--- src/hdl/tcpd_pkg.sv ---
package tcpd_pkg;

	// Default capacity and register reset value.
	localparam int DEPTH_DEFAULT = 16;
	localparam logic [3:0] THRESHOLD_RESET = 4'd4;

	// Width of the occupancy field in a result item.
	localparam int OCC_W = 5;

	// Operation codes carried in the mode field.
	localparam logic MODE_INSERT = 1'b0;
	localparam logic MODE_REMOVE = 1'b1;

	// End codes carried in the end_used field.
	localparam logic END_FRONT = 1'b0;
	localparam logic END_BACK  = 1'b1;

	// Status codes carried in the status field.
	localparam logic [1:0] ST_DONE  = 2'd0;
	localparam logic [1:0] ST_FULL  = 2'd1;
	localparam logic [1:0] ST_EMPTY = 2'd2;

	// Saturation limit of the stored visit count.
	localparam logic [7:0] VISITS_MAX = 8'hFF;

	// Controller states.
	typedef enum logic {
		S_IDLE,
		S_READ
	} state_t;

	// One input item.
	typedef struct packed {
		logic        mode;
		logic [15:0] entry_tag;
		logic [3:0]  entry_priority;
		logic [7:0]  visit_count;
	} in_item_t;

	// One result item.
	typedef struct packed {
		logic [1:0]       status;
		logic             end_used;
		logic [15:0]      out_tag;
		logic [3:0]       out_priority;
		logic [7:0]       out_visits;
		logic [OCC_W-1:0] occupancy;
	} out_item_t;

	// One stored entry of the circular buffer.
	typedef struct packed {
		logic [15:0] tag;
		logic [3:0]  prio;
		logic [7:0]  visits;
	} entry_t;

	localparam int ENTRY_W = $bits(entry_t);

endpackage

--- src/hdl/tcpd_ram.sv ---
module tcpd_ram #(
	parameter int WIDTH = 28,
	parameter int DEPTH = 16
) (
	input  logic                     clk,
	input  logic                     wr_en,
	input  logic [$clog2(DEPTH)-1:0] wr_addr,
	input  logic [WIDTH-1:0]         wr_data,
	input  logic [$clog2(DEPTH)-1:0] rd_addr_a,
	output logic [WIDTH-1:0]         rd_data_a,
	input  logic [$clog2(DEPTH)-1:0] rd_addr_b,
	output logic [WIDTH-1:0]         rd_data_b
);

	logic [WIDTH-1:0] mem [DEPTH];

	// One write port and two registered read ports.
	always_ff @(posedge clk) begin
		if (wr_en) begin
			mem[wr_addr] <= wr_data;
		end
		rd_data_a <= mem[rd_addr_a];
		rd_data_b <= mem[rd_addr_b];
	end

endmodule

--- src/hdl/two_class_priority_deque.sv ---
// Bounded double-ended queue of DEPTH entries held in a circular buffer.
// The input channel (in_valid, in_stall, in_item) carries one operation per
// item: an insert places the entry at the front when its priority is at or
// above front_threshold and at the back otherwise; a remove takes the end
// entry with the higher priority, the front on a tie. Every input item yields
// exactly one result item on the output channel (out_valid, out_stall,
// out_item) with a status, the end touched and the occupancy afterwards.
// An insert, and a remove on an empty queue, register their result, which
// appears the cycle after acceptance. A remove on a non-empty queue first
// waits in S_READ for the registered read of the entry memory; the next item
// is accepted once its result is loaded. The user must write the threshold
// through cfg_wr_en and cfg_wr_data only while the block is idle; the block
// does not enforce this. Reset empties the queue, sets the threshold to 4
// and drops any pending result; the memory contents are not cleared. While
// the receiver stalls, the result item is held and in_stall is raised once a
// new result would need the output register.
module two_class_priority_deque
	import tcpd_pkg::*;
#(
	parameter int DEPTH = DEPTH_DEFAULT
) (
	input  logic       clk,
	input  logic       arst_n,
	input  logic       in_valid,
	output logic       in_stall,
	input  in_item_t   in_item,
	output logic       out_valid,
	input  logic       out_stall,
	output out_item_t  out_item,
	input  logic       cfg_wr_en,
	input  logic [3:0] cfg_wr_data
);

	localparam int AW = $clog2(DEPTH);
	localparam int CW = $clog2(DEPTH + 1);

	// Circular index helpers.
	function automatic logic [AW-1:0] wrap_inc(input logic [AW-1:0] i);
		wrap_inc = (i == AW'(DEPTH - 1)) ? '0 : i + AW'(1);
	endfunction

	function automatic logic [AW-1:0] wrap_dec(input logic [AW-1:0] i);
		wrap_dec = (i == '0) ? AW'(DEPTH - 1) : i - AW'(1);
	endfunction

	state_t     state_q, state_d;
	logic [AW-1:0] front_q, front_d;
	logic [AW-1:0] back_q, back_d;
	logic [CW-1:0] count_q, count_d;
	logic [3:0] thresh_q;
	logic       out_valid_q;
	out_item_t  out_item_q, out_item_d;
	logic       load_out;
	logic       in_acc;

	logic          wr_en;
	logic [AW-1:0] wr_addr;
	entry_t        wr_entry;
	logic [ENTRY_W-1:0] rd_raw_a, rd_raw_b;
	entry_t        front_entry, back_entry;

	// Entry memory: port A reads the front slot, port B the back slot.
	tcpd_ram #(
		.WIDTH (ENTRY_W),
		.DEPTH (DEPTH)
	) u_ram (
		.clk       (clk),
		.wr_en     (wr_en),
		.wr_addr   (wr_addr),
		.wr_data   (wr_entry),
		.rd_addr_a (front_q),
		.rd_data_a (rd_raw_a),
		.rd_addr_b (wrap_dec(back_q)),
		.rd_data_b (rd_raw_b)
	);

	assign front_entry = entry_t'(rd_raw_a);
	assign back_entry  = entry_t'(rd_raw_b);

	// Handshake: take an item only when idle and the output register can load.
	assign in_stall  = (state_q != S_IDLE) || (out_valid_q && out_stall);
	assign in_acc    = in_valid && !in_stall;
	assign out_valid = out_valid_q;
	assign out_item  = out_item_q;

	// Entry written on an insert, with the saturating visit count.
	always_comb begin
		wr_entry.tag    = in_item.entry_tag;
		wr_entry.prio   = in_item.entry_priority;
		wr_entry.visits = (in_item.visit_count == VISITS_MAX) ? VISITS_MAX
			: in_item.visit_count + 8'd1;
	end

	// Next state, pointer updates and result formation.
	always_comb begin
		state_d    = state_q;
		front_d    = front_q;
		back_d     = back_q;
		count_d    = count_q;
		wr_en      = 1'b0;
		wr_addr    = back_q;
		load_out   = 1'b0;
		out_item_d = '0;
		unique case (state_q)
			S_IDLE: begin
				if (in_acc) begin
					if (in_item.mode == MODE_INSERT) begin
						load_out = 1'b1;
						if (count_q == CW'(DEPTH)) begin
							out_item_d.status   = ST_FULL;
							out_item_d.end_used = END_FRONT;
						end else begin
							wr_en   = 1'b1;
							count_d = count_q + CW'(1);
							out_item_d.status = ST_DONE;
							if (in_item.entry_priority >= thresh_q) begin
								front_d = wrap_dec(front_q);
								wr_addr = wrap_dec(front_q);
								out_item_d.end_used = END_FRONT;
							end else begin
								wr_addr = back_q;
								back_d  = wrap_inc(back_q);
								out_item_d.end_used = END_BACK;
							end
						end
						out_item_d.occupancy = OCC_W'(count_d);
					end else if (count_q == '0) begin
						load_out = 1'b1;
						out_item_d.status    = ST_EMPTY;
						out_item_d.end_used  = END_FRONT;
						out_item_d.occupancy = OCC_W'(count_q);
					end else begin
						state_d = S_READ;
					end
				end
			end
			S_READ: begin
				load_out = 1'b1;
				count_d  = count_q - CW'(1);
				out_item_d.status = ST_DONE;
				if (back_entry.prio > front_entry.prio) begin
					back_d = wrap_dec(back_q);
					out_item_d.end_used     = END_BACK;
					out_item_d.out_tag      = back_entry.tag;
					out_item_d.out_priority = back_entry.prio;
					out_item_d.out_visits   = back_entry.visits;
				end else begin
					front_d = wrap_inc(front_q);
					out_item_d.end_used     = END_FRONT;
					out_item_d.out_tag      = front_entry.tag;
					out_item_d.out_priority = front_entry.prio;
					out_item_d.out_visits   = front_entry.visits;
				end
				out_item_d.occupancy = OCC_W'(count_d);
				state_d = S_IDLE;
			end
			default: begin
				state_d = S_IDLE;
			end
		endcase
	end

	// Control registers.
	always_ff @(posedge clk or negedge arst_n) begin
		if (!arst_n) begin
			state_q     <= S_IDLE;
			front_q     <= '0;
			back_q      <= '0;
			count_q     <= '0;
			thresh_q    <= THRESHOLD_RESET;
			out_valid_q <= 1'b0;
		end else begin
			state_q     <= state_d;
			front_q     <= front_d;
			back_q      <= back_d;
			count_q     <= count_d;
			out_valid_q <= load_out || (out_valid_q && out_stall);
			if (cfg_wr_en) begin
				thresh_q <= cfg_wr_data;
			end
		end
	end

	// Result register, held while the receiver stalls.
	always_ff @(posedge clk) begin
		if (load_out) begin
			out_item_q <= out_item_d;
		end
	end

endmodule
--- config.mk ---
export PLATFORM = sky130hd
export DESIGN_NAME = two_class_priority_deque
export DESIGN_NICKNAME = d
export VERILOG_FILES = /design/src/hdl/tcpd_pkg.sv /design/src/hdl/tcpd_ram.sv /design/src/hdl/two_class_priority_deque.sv
export SDC_FILE = /design/constraint.sdc
export NUM_CORES = 1
export LEC_CHECK = 0
export BUFFER_PORTS_ARGS = -buffer_cell sky130_fd_sc_hd__buf_4
export CAP_MARGIN = 20
export CORE_MARGIN = 5
export CORE_UTILIZATION = 67
export DETAILED_ROUTE_END_ITERATION = 10
export GPL_ROUTABILITY_DRIVEN = 0
export HOLD_SLACK_MARGIN = 0.08
export PLACE_DENSITY_LB_ADDON = 0.15
export SLEW_MARGIN = 25
export SYNTH_ARGS = -nofsm -noshare
export SYNTH_HDL_FRONTEND = slang
export SYNTH_SLANG_ARGS = --single-unit
--- constraint.sdc ---
create_clock -name clk -period 11.24 [get_ports clk]
set_clock_uncertainty 0.15 [all_clocks]
set_input_delay 2.248 -clock clk [delete_from_list [all_inputs] [get_ports clk]]
set_output_delay 2.248 -clock clk [all_outputs]
set_load 0.005 [all_outputs]
==> results of run 1 <==
[where the power goes]
group / switching, mW / leakage [nW] / internal [mW]
clock: 0.775 / 0.912 / 1.11
combinational: 1.62 / 3.31 / 1.38
sequential: 0.219 / 5.07 / 2.51
total: 2.61 / 9.29 / 5.00
[per-layer routing]
layer	track usage, %	share of wire, %	vias up
met5	0	0	-
met4	12.5	3.6	0
met3	6.29	10	172
met2	51.7	51	1043
met1	42.3	35	7396
li1	-	-	5710
[cells in the mapped netlist, types with 2 or more instances]
library cell               count
sky130_fd_sc_hd__a21o_1        2
sky130_fd_sc_hd__a21oi_1      51
sky130_fd_sc_hd__a222oi_1     28
sky130_fd_sc_hd__a22oi_1       2
sky130_fd_sc_hd__a31oi_1       4
sky130_fd_sc_hd__a32oi_1       4
sky130_fd_sc_hd__and2_1        5
sky130_fd_sc_hd__and3_1        5
sky130_fd_sc_hd__and4_1        2
sky130_fd_sc_hd__buf_1        10
sky130_fd_sc_hd__buf_2        21
sky130_fd_sc_hd__buf_4         7
sky130_fd_sc_hd__buf_6         8
sky130_fd_sc_hd__clkbuf_1     43
sky130_fd_sc_hd__dfrtp_1      18
sky130_fd_sc_hd__dfxtp_1      56
sky130_fd_sc_hd__edfxtp_1    484
sky130_fd_sc_hd__ha_1         17
sky130_fd_sc_hd__inv_1        21
sky130_fd_sc_hd__inv_2         2
sky130_fd_sc_hd__mux2_2        2
sky130_fd_sc_hd__mux2i_1       6
sky130_fd_sc_hd__mux4_2      252
sky130_fd_sc_hd__nand2_1     144
sky130_fd_sc_hd__nand2b_1      3
sky130_fd_sc_hd__nand3_1      10
sky130_fd_sc_hd__nor2_1       39
sky130_fd_sc_hd__nor2b_1       7
sky130_fd_sc_hd__nor3_1        2
sky130_fd_sc_hd__nor3b_1       2
sky130_fd_sc_hd__nor4_1        2
sky130_fd_sc_hd__o21a_1        3
sky130_fd_sc_hd__o21ai_0      17
sky130_fd_sc_hd__o21ai_1       3
sky130_fd_sc_hd__o221a_2       2
sky130_fd_sc_hd__o22a_1        2
sky130_fd_sc_hd__o22ai_1       9
sky130_fd_sc_hd__or2_2         4
sky130_fd_sc_hd__or3_1         2
sky130_fd_sc_hd__xnor2_1       5
sky130_fd_sc_hd__xor2_1        2
[final timing paths]
path	start	to	slack, ns	cells after the start
worst max-delay path	out_stall	in_stall	5.94	4
worst min-delay path	out_valid$_DFF_PN0_	out_valid$_DFF_PN0_	0.40	2
worst max register to register	front_q[1]$_DFFE_PN0P_	u_ram.mem[3][3]$_DFFE_PP_	6.63	10
worst min register to register	out_valid$_DFF_PN0_	out_valid$_DFF_PN0_	0.40	2
max in group asynchronous	arst_n	thresh_q[2]$_DFFE_PN1P_	9.26	1
min in group asynchronous	arst_n	front_q[1]$_DFFE_PN0P_	1.39	1
[layout make-up]
cell class	instances	share of cell area, %
Multi-Input combinational cell	663	29.7
Tap cell	468	2.09
Sequential cell	559	57.7
Timing Repair Buffer	109	3.58
Clock buffer	77	5.47
Clock inverter	27	1.16
Inverter	24	0.340
[flip-flops by register name, summed over array words and instances, names as in the netlist]
register         flops
state_q              1
out_valid            1
count_q              5
u_ram.mem          448
u_ram.rd_data_a     28
back_q               4
thresh_q             4
out_item            36
front_q              4
u_ram.rd_data_b     28
[worst register-to-register path, delay by kind of cell (launching register included)]
family	cells	cell delay [ns]
muxes	1	0.75
AOI/OAI and AO/OA	1	0.12
DFF	1	0.61
buffers and inverters	4	1.65
and+or+nand+nor	3	0.73
adders and majority gates	1	0.32
[cell families (layout without fill, tap and decap cells)]
family	Yosys count	in the layout
flops	559	559
simple gates	234	234
xor+xnor	7	7
compound gates	144	144
buf+inv	113	237
mux	261	261
fa+ha+maj	17	17
==> summary.md, run 1 <==
The distinct cell type count of the synthesized netlist is 68. Setup violations remaining at the end of the flow were counted as 0. The tools report the post-synthesis sequential area ratio as 65.1%. Minimum hold slack: 0.402 ns. The vertical die dimension came out at 202 µm.

For this design, the CTS-stage hold fixing added 0 buffers. Once layout is complete, the cells apart from fillers number 1927. For the number of rows created at floorplan, the log shows 70.

Measured against the total synthesized area, the mux share comes to 23.3%. The slowest stage of the critical path is the sky130_fd_sc_hd__a21oi_2 cell. Detailed placement ended at an HPWL of 35.2 mm. The tree is rooted in a sky130_fd_sc_hd__clkbuf_16.

The flop and latch count out of synthesis came out at 559. STA classifies the critical path endpoint as an output pin. The cell repeated most along the worst path is sky130_fd_sc_hd__buf_4.

The number of antenna violations at the first check in global routing was 0; the global-route wire length before repair was 95.2 mm. For the placement-stage worst setup slack, the log shows 5.70 ns. After global routing the overflow that remains totals 0. The floorplan step defined a die boundary enclosing 40900 µm². Each instance of the synthesized netlist takes up on average 18.5 µm². The tools report the final critical-path setup slack as 5.94 ns.

The final critical path takes up 47.1% of the cycle. The area growth from synthesis to layout is 13.0%. The net total in the final layout was 1467. The number of remaining DRC errors was 0; the post-layout total power was 7.62 mW.

The count of buffer and inverter cells on the critical path is 3, and the number of antenna repair diodes is 0. The H-tree generated during clock tree synthesis spans 2 levels. The clock sink count was 559; the number of global-route vias before repair was 15014. The die extent in x is 202 µm, and the share of the synthesized area in the top cell type is 58.7%. Summing the areas of all and, or, nand and nor instances in the mapped netlist gives 4.17% of the synthesized area.

The data arrival time of the critical path is 2.90 ns, and the total detailed-routing wirelength is 63.7 mm. Yosys printed 0 warnings. Timing would allow up to 0.189 GHz. For this configuration, the core starts out at a cell density of 67.8%. The run gives 0 as the count of endpoints failing hold in the final timing report. Traced cell by cell, the critical path runs through buf_4 -> a21oi_2 -> inv_1 -> buf_4. Setup repair after global routing left no endpoint under its margin. The tool flagged a number of max-cap violations equal to 0.

The clock reaches the later pin of the worst-skew pair after 0.61 ns. The largest net degree at the start of global routing is 113. Once layout is complete, the utilization of the core stands at 76.6%. The worst setup path is launched from an input pin. Across the whole layout, storage elements account for 16100 µm². The remaining max-slew budget at the tightest pin was 30.3%; the minimum clock period was 5.30 ns. The fraction of layout cells with a size suffix above 1 was 33.7%; the xor/xnor cell area share of the yosys netlist was 0.248%.

The flow ran to the end, and the final reports show no timing, DRC or antenna violations. Yosys mapped a number of flops with a built-in enable equal to 484. Dividing total power by cell area gives a power density of 272 nW/µm². Before antenna repair, the detailed router went through 6 iterations. For this block, the via count after detailed routing is 14321. The finished cells cover 28000 µm². The critical path is of the input pin to output pin type. The number of max-slew violations in the final report is 0, and the compound-cell area share of the yosys netlist is 4.09%. The first routing iteration left 2099 violations. Counting along the longest clock path gives a buffer depth of 3.

At the pin with the least slew margin, the transition time is 1.04 ns. Global routing consumed, over all layers together, 31.4% of the routing resources. The largest fanout of any net on the critical path was 6.

The tools report the highest ir drop seen on vdd as 264 µV. The min-delay analysis places its worst path in the category flop to flop. In this run the cell area of the synthesized design comes to 24800 µm².

The clock-pin slew on the worst setup and hold paths was 0.06 ns. After detailed placement, the design holds a cell count of 1818. The tools report the leakage power summed over all cells as 9.29 nW. In the layout the commonest cells are sky130_fd_sc_hd__edfxtp_1, sky130_fd_sc_hd__mux4_2, sky130_fd_sc_hd__nand2_1. By area the synthesized netlist is led by sky130_fd_sc_hd__edfxtp_1, sky130_fd_sc_hd__mux4_2, sky130_fd_sc_hd__dfxtp_1. The number of primary I/O pins is 76.

After synthesis, the largest family of logic cells by area is multiplexers. The library cell with the largest summed area after synthesis is sky130_fd_sc_hd__edfxtp_1. The logs give 26000 µm² for the area after detailed placement and 0 for the remaining antenna violation count after routing. TritonCTS built the clock tree.

Dividing the detail-routed wire length by the instance count gives 33.1 µm. The tools report the post-CTS setup buffer count as 0. Broken down by cell family, the worst path's largest delay share belongs to buffers and inverters. Dividing the detail-routed via count by the number of cells gives 7.43. Leaving out fill and tap cells, the most frequent cell in the layout is sky130_fd_sc_hd__edfxtp_1. The peak per-stage delay on the critical path was 0.23 ns; the required time reported for the critical path endpoint was 8.84 ns. The quantity of I/O buffers inserted on ports works out to 75. Counting every net in the synthesized netlist gives 1390.

Among all flip-flop cells after synthesis, the most frequent one is sky130_fd_sc_hd__edfxtp_1. The share of synthesized flip-flops with an asynchronous set or reset works out to 3.40%. The core region is 36500 µm². The logs give 8300 µm² for the area taken by multi-input logic gates and 0 ns for the final setup TNS.

Summing the areas of all fa, ha and maj instances in the mapped netlist gives 0.859% of the synthesized area. Synthesis produced 1335 cells. Post-CTS repair changed the size of 0 cells. The tools report the number of CTS-inserted buffers as 55. The number of filler instances in the final layout is 1914.
(Power assumes the default switching activity.)
==> run 2: changes to the inputs <==
- CORE_UTILIZATION: 67 -> 56
- clock period: 11.24 -> 4.69 ns (I/O delays scaled with it)
==> summary.md, run 2 (same netlist as run 1, synthesis figures left out) <==
The number of rows created at floorplan was 77 (+10%). The minimum hold slack came out at 0.376 ns (-0.0259 ns). Remaining antenna violation count after routing: 0 (unchanged).

The number of max-slew violations in the final report came out at 0 (unchanged). The die outline area was 48500 µm² (+19%). The critical path goes through inv_1 -> ha_1 -> and4bb_4 -> nor4b_4 -> o21ai_1 -> mux2i_1 -> nor2_4 -> buf_4. Leaving out fill and tap cells, the most frequent cell in the layout is sky130_fd_sc_hd__edfxtp_1. The detailed router's first-iteration violation count is 1786 (-15%), and the area after detailed placement is 26300 µm² (+1.2%).

The logs give 3027 (+58%) for the number of filler instances in the final layout and 2 (unchanged) for the total number of H-tree levels. The number of CTS-inserted buffers was 56 (+1.8%). Number of endpoints failing setup at the final stage: 0 (unchanged). The post-route fraction of the period consumed by the critical path came out at 81.7%. The number of flip-flops under the largest register name came out at 448 (unchanged). The worst setup path is launched from a flop. The logs give 9.34 nW (+0.50%) for the leakage power summed over all cells and 6 (unchanged) for the detailed-router iteration count before antenna repair. On the critical path, the stage with the largest delay is an instance of sky130_fd_sc_hd__nor2_4.

The clock share of power came out at 24.7% (about the same). The die extent in x is 220 µm (+8.9%). The largest net degree at the start of global routing came out at 72 (-36%). The flow ran to the end, and the final reports show no timing, DRC or antenna violations. The fraction of layout cells with a size suffix above 1 is 35.2% (+1.5 points), and the final setup TNS is 0 ns (unchanged). The core box area is 44000 µm² (+21%), and the quantity of I/O buffers inserted on ports is 75 (unchanged). After layout, the minimum clock period comes to 3.83 ns. The logs give 30.8% (+0.48 points) for the remaining max-slew budget at the tightest pin and 2072 (+7.5%) for the final instance count without filler cells. TritonCTS built the clock tree.

The startpoint identified for the worst register-to-register timing path is count_q[0]$_DFFE_PN0P_. The tools report the post-detailed-placement half-perimeter wirelength as 37.2 mm (+5.6%). The clock-pin slew on the worst setup and hold paths is 0.06 ns (about the same).

Required time reported for the critical path endpoint: 4.85 ns (-3.99 ns). The tools report the clock sink count as 559 (unchanged). The top cell types in the final layout, fill and taps aside, are sky130_fd_sc_hd__edfxtp_1, sky130_fd_sc_hd__mux4_2, sky130_fd_sc_hd__nand2_1. Post-route cell area: 28200 µm² (+0.73%). The number of remaining DRC errors is 0 (unchanged). The all-layer global routing usage was 25.8% (-5.6 points). The min-delay analysis places its worst path in the category flop to flop. The number of cell instances on the worst register-to-register path came out at 8 (-2). Setup repair after global routing left no endpoint under its margin. The worst-margin pin slew came out at 1.04 ns (-0.00474 ns). The cell at the root of the clock tree is sky130_fd_sc_hd__clkbuf_16.

The overflow left after global routing was 0 (unchanged). The worst setup path startpoint is count_q[0]$_DFFE_PN0P_. The instance count on the critical path was 8 (+4); the data arrival time of the critical path was 3.99 ns (+1.09 ns). The count of buffer and inverter cells on the critical path is 2 (-1), and the peak per-stage delay on the critical path is 0.81 ns (+0.58 ns). The run gives 1965 (+8.1%) as the instance count after placement with tap cells included. The count of cells resized by post-cts repair is 0 (unchanged), and the total of max-cap violations is 0 (unchanged). The global-route wire length before repair is 91.4 mm (-3.9%), and the proportion of power drawn by flip-flops and latches is 35.8% (about the same). The net total in the final layout is 1487 (+1.4%). The logs give 0 (unchanged) for the count of endpoints failing hold in the final timing report and 522 µV (+98%) for the highest ir drop seen on vdd. The register with the most flip-flops in the final layout is u_ram.mem. The vertical die dimension was 220 µm (+8.9%). The fraction of power spent switching nets was 34.2% (-0.083 points).

The critical setup path kind was flop to flop. The tools report the initial core utilization as 56.2% (-12 points). The run gives 61.0 mm (-4.3%) as the total detailed-routing wirelength. The hold-critical path depth was 2 (unchanged). The tools report the number of primary I/O pins as 76 (unchanged). For the core occupancy in the finished layout, the log shows 64.0% (-13 points). Beginning of the worst hold path: thresh_q[2]$_DFFE_PN1P_.

The clock network latency to the later pin of the worst-skew pair is 0.62 ns (about the same). The maximum buffer depth of the clock tree came out at 3 (unchanged). Among cell families on the critical path, the largest total delay comes from simple AND/OR/NAND/NOR gates. The fmax was 0.261 GHz.

The via density per instance was 6.70 (-9.9%); the power per cell area was 642 nW/µm² (+140%). The number of antenna violations at the first check in global routing is 0 (unchanged), and the largest fanout of any net on the critical path is 17 (+11). The tools report the power dissipated by switching net loads as 6.19 mW (+140%). The worst setup path is captured at a flop.

The logs give 11.9 mW (+140%) for the internal power contribution and 13874 (-3.1%) for the total via count in the routed design. The final routed wire length divided by cell count was 29.4 µm (-11%); the proportion of power drawn by combinational gates was 39.5% (about the same). The number of antenna repair diodes was 0 (unchanged).

The area growth from synthesis to layout is 13.8%. The post-CTS setup buffer count is 0 (unchanged), and the number of global-route vias before repair is 14183 (-5.5%).
run 2: worst paths after layout:
path                                                    end  slack, ns
min in group asynchronous               out_valid$_DFF_PN0_       0.60
worst max register to register  u_ram.mem[10][22]$_DFFE_PP_       0.86
worst min-delay path                thresh_q[2]$_DFFE_PN1P_       0.38
worst min register to register      thresh_q[2]$_DFFE_PN1P_       0.38
worst max-delay path            u_ram.mem[10][22]$_DFFE_PP_       0.86
max in group asynchronous           thresh_q[2]$_DFFE_PN1P_       3.49
run 2: power groups by stage:
stage	clock network, mW	registers [mW]	logic, mW
after floorplan	0	6.25	5.32
after global placement	0	6.56	7.13
after detailed placement	0	6.57	7.16
after CTS	4.55	6.48	7.19
after global routing	4.77	6.54	7.67
final	4.48	6.47	7.15
run 2: area by class of cell:
type / count / area, µm² / area share [%]
sequential: 559 / 16100 / 57.3
multi-input combinational: 663 / 8300 / 29.5
clock buffer: 71 / 1520 / 5.39
timing repair buffer: 128 / 1050 / 3.73
tap: 592 / 741 / 2.63
clock inverter: 35 / 333 / 1.18
inverter: 24 / 95.1 / 0.337
run 2: worst min-delay path, stage by stage, from the launching register on:
cell	delay, ns
sky130_fd_sc_hd__dfstp_2	0.36
sky130_fd_sc_hd__inv_1	0.07
sky130_fd_sc_hd__o21ai_0	0.09
run 2: timing repair:
item                                   CTS  global route
setup endpoints to repair                0             0
endpoints found under the hold margin   18             0
hold buffers                             1             0
run 2: per-layer routing:
layer / share of wire [%] / routed length, µm / vias up / global-route usage (%)
met2: 47 / 28600 / 768 / 39.6
met1: 40 / 24600 / 7247 / 37.9
met3: 9.6 / 5850 / 103 / 5.58
met4: 3.1 / 1860 / 0 / 8.07
li1: - / - / 5756 / -
met5: 0 / 0 / - / 0
run 2: stage by stage:
step           setup slack (ns)  power [mW]
2_1_floorplan             0.724        11.6
3_3_place_gp              0.728        13.7
3_5_place_dp              0.609        13.7
4_1_cts                   0.924        18.2
5_1_grt                   0.641        19.0
6_report                  0.858        18.1
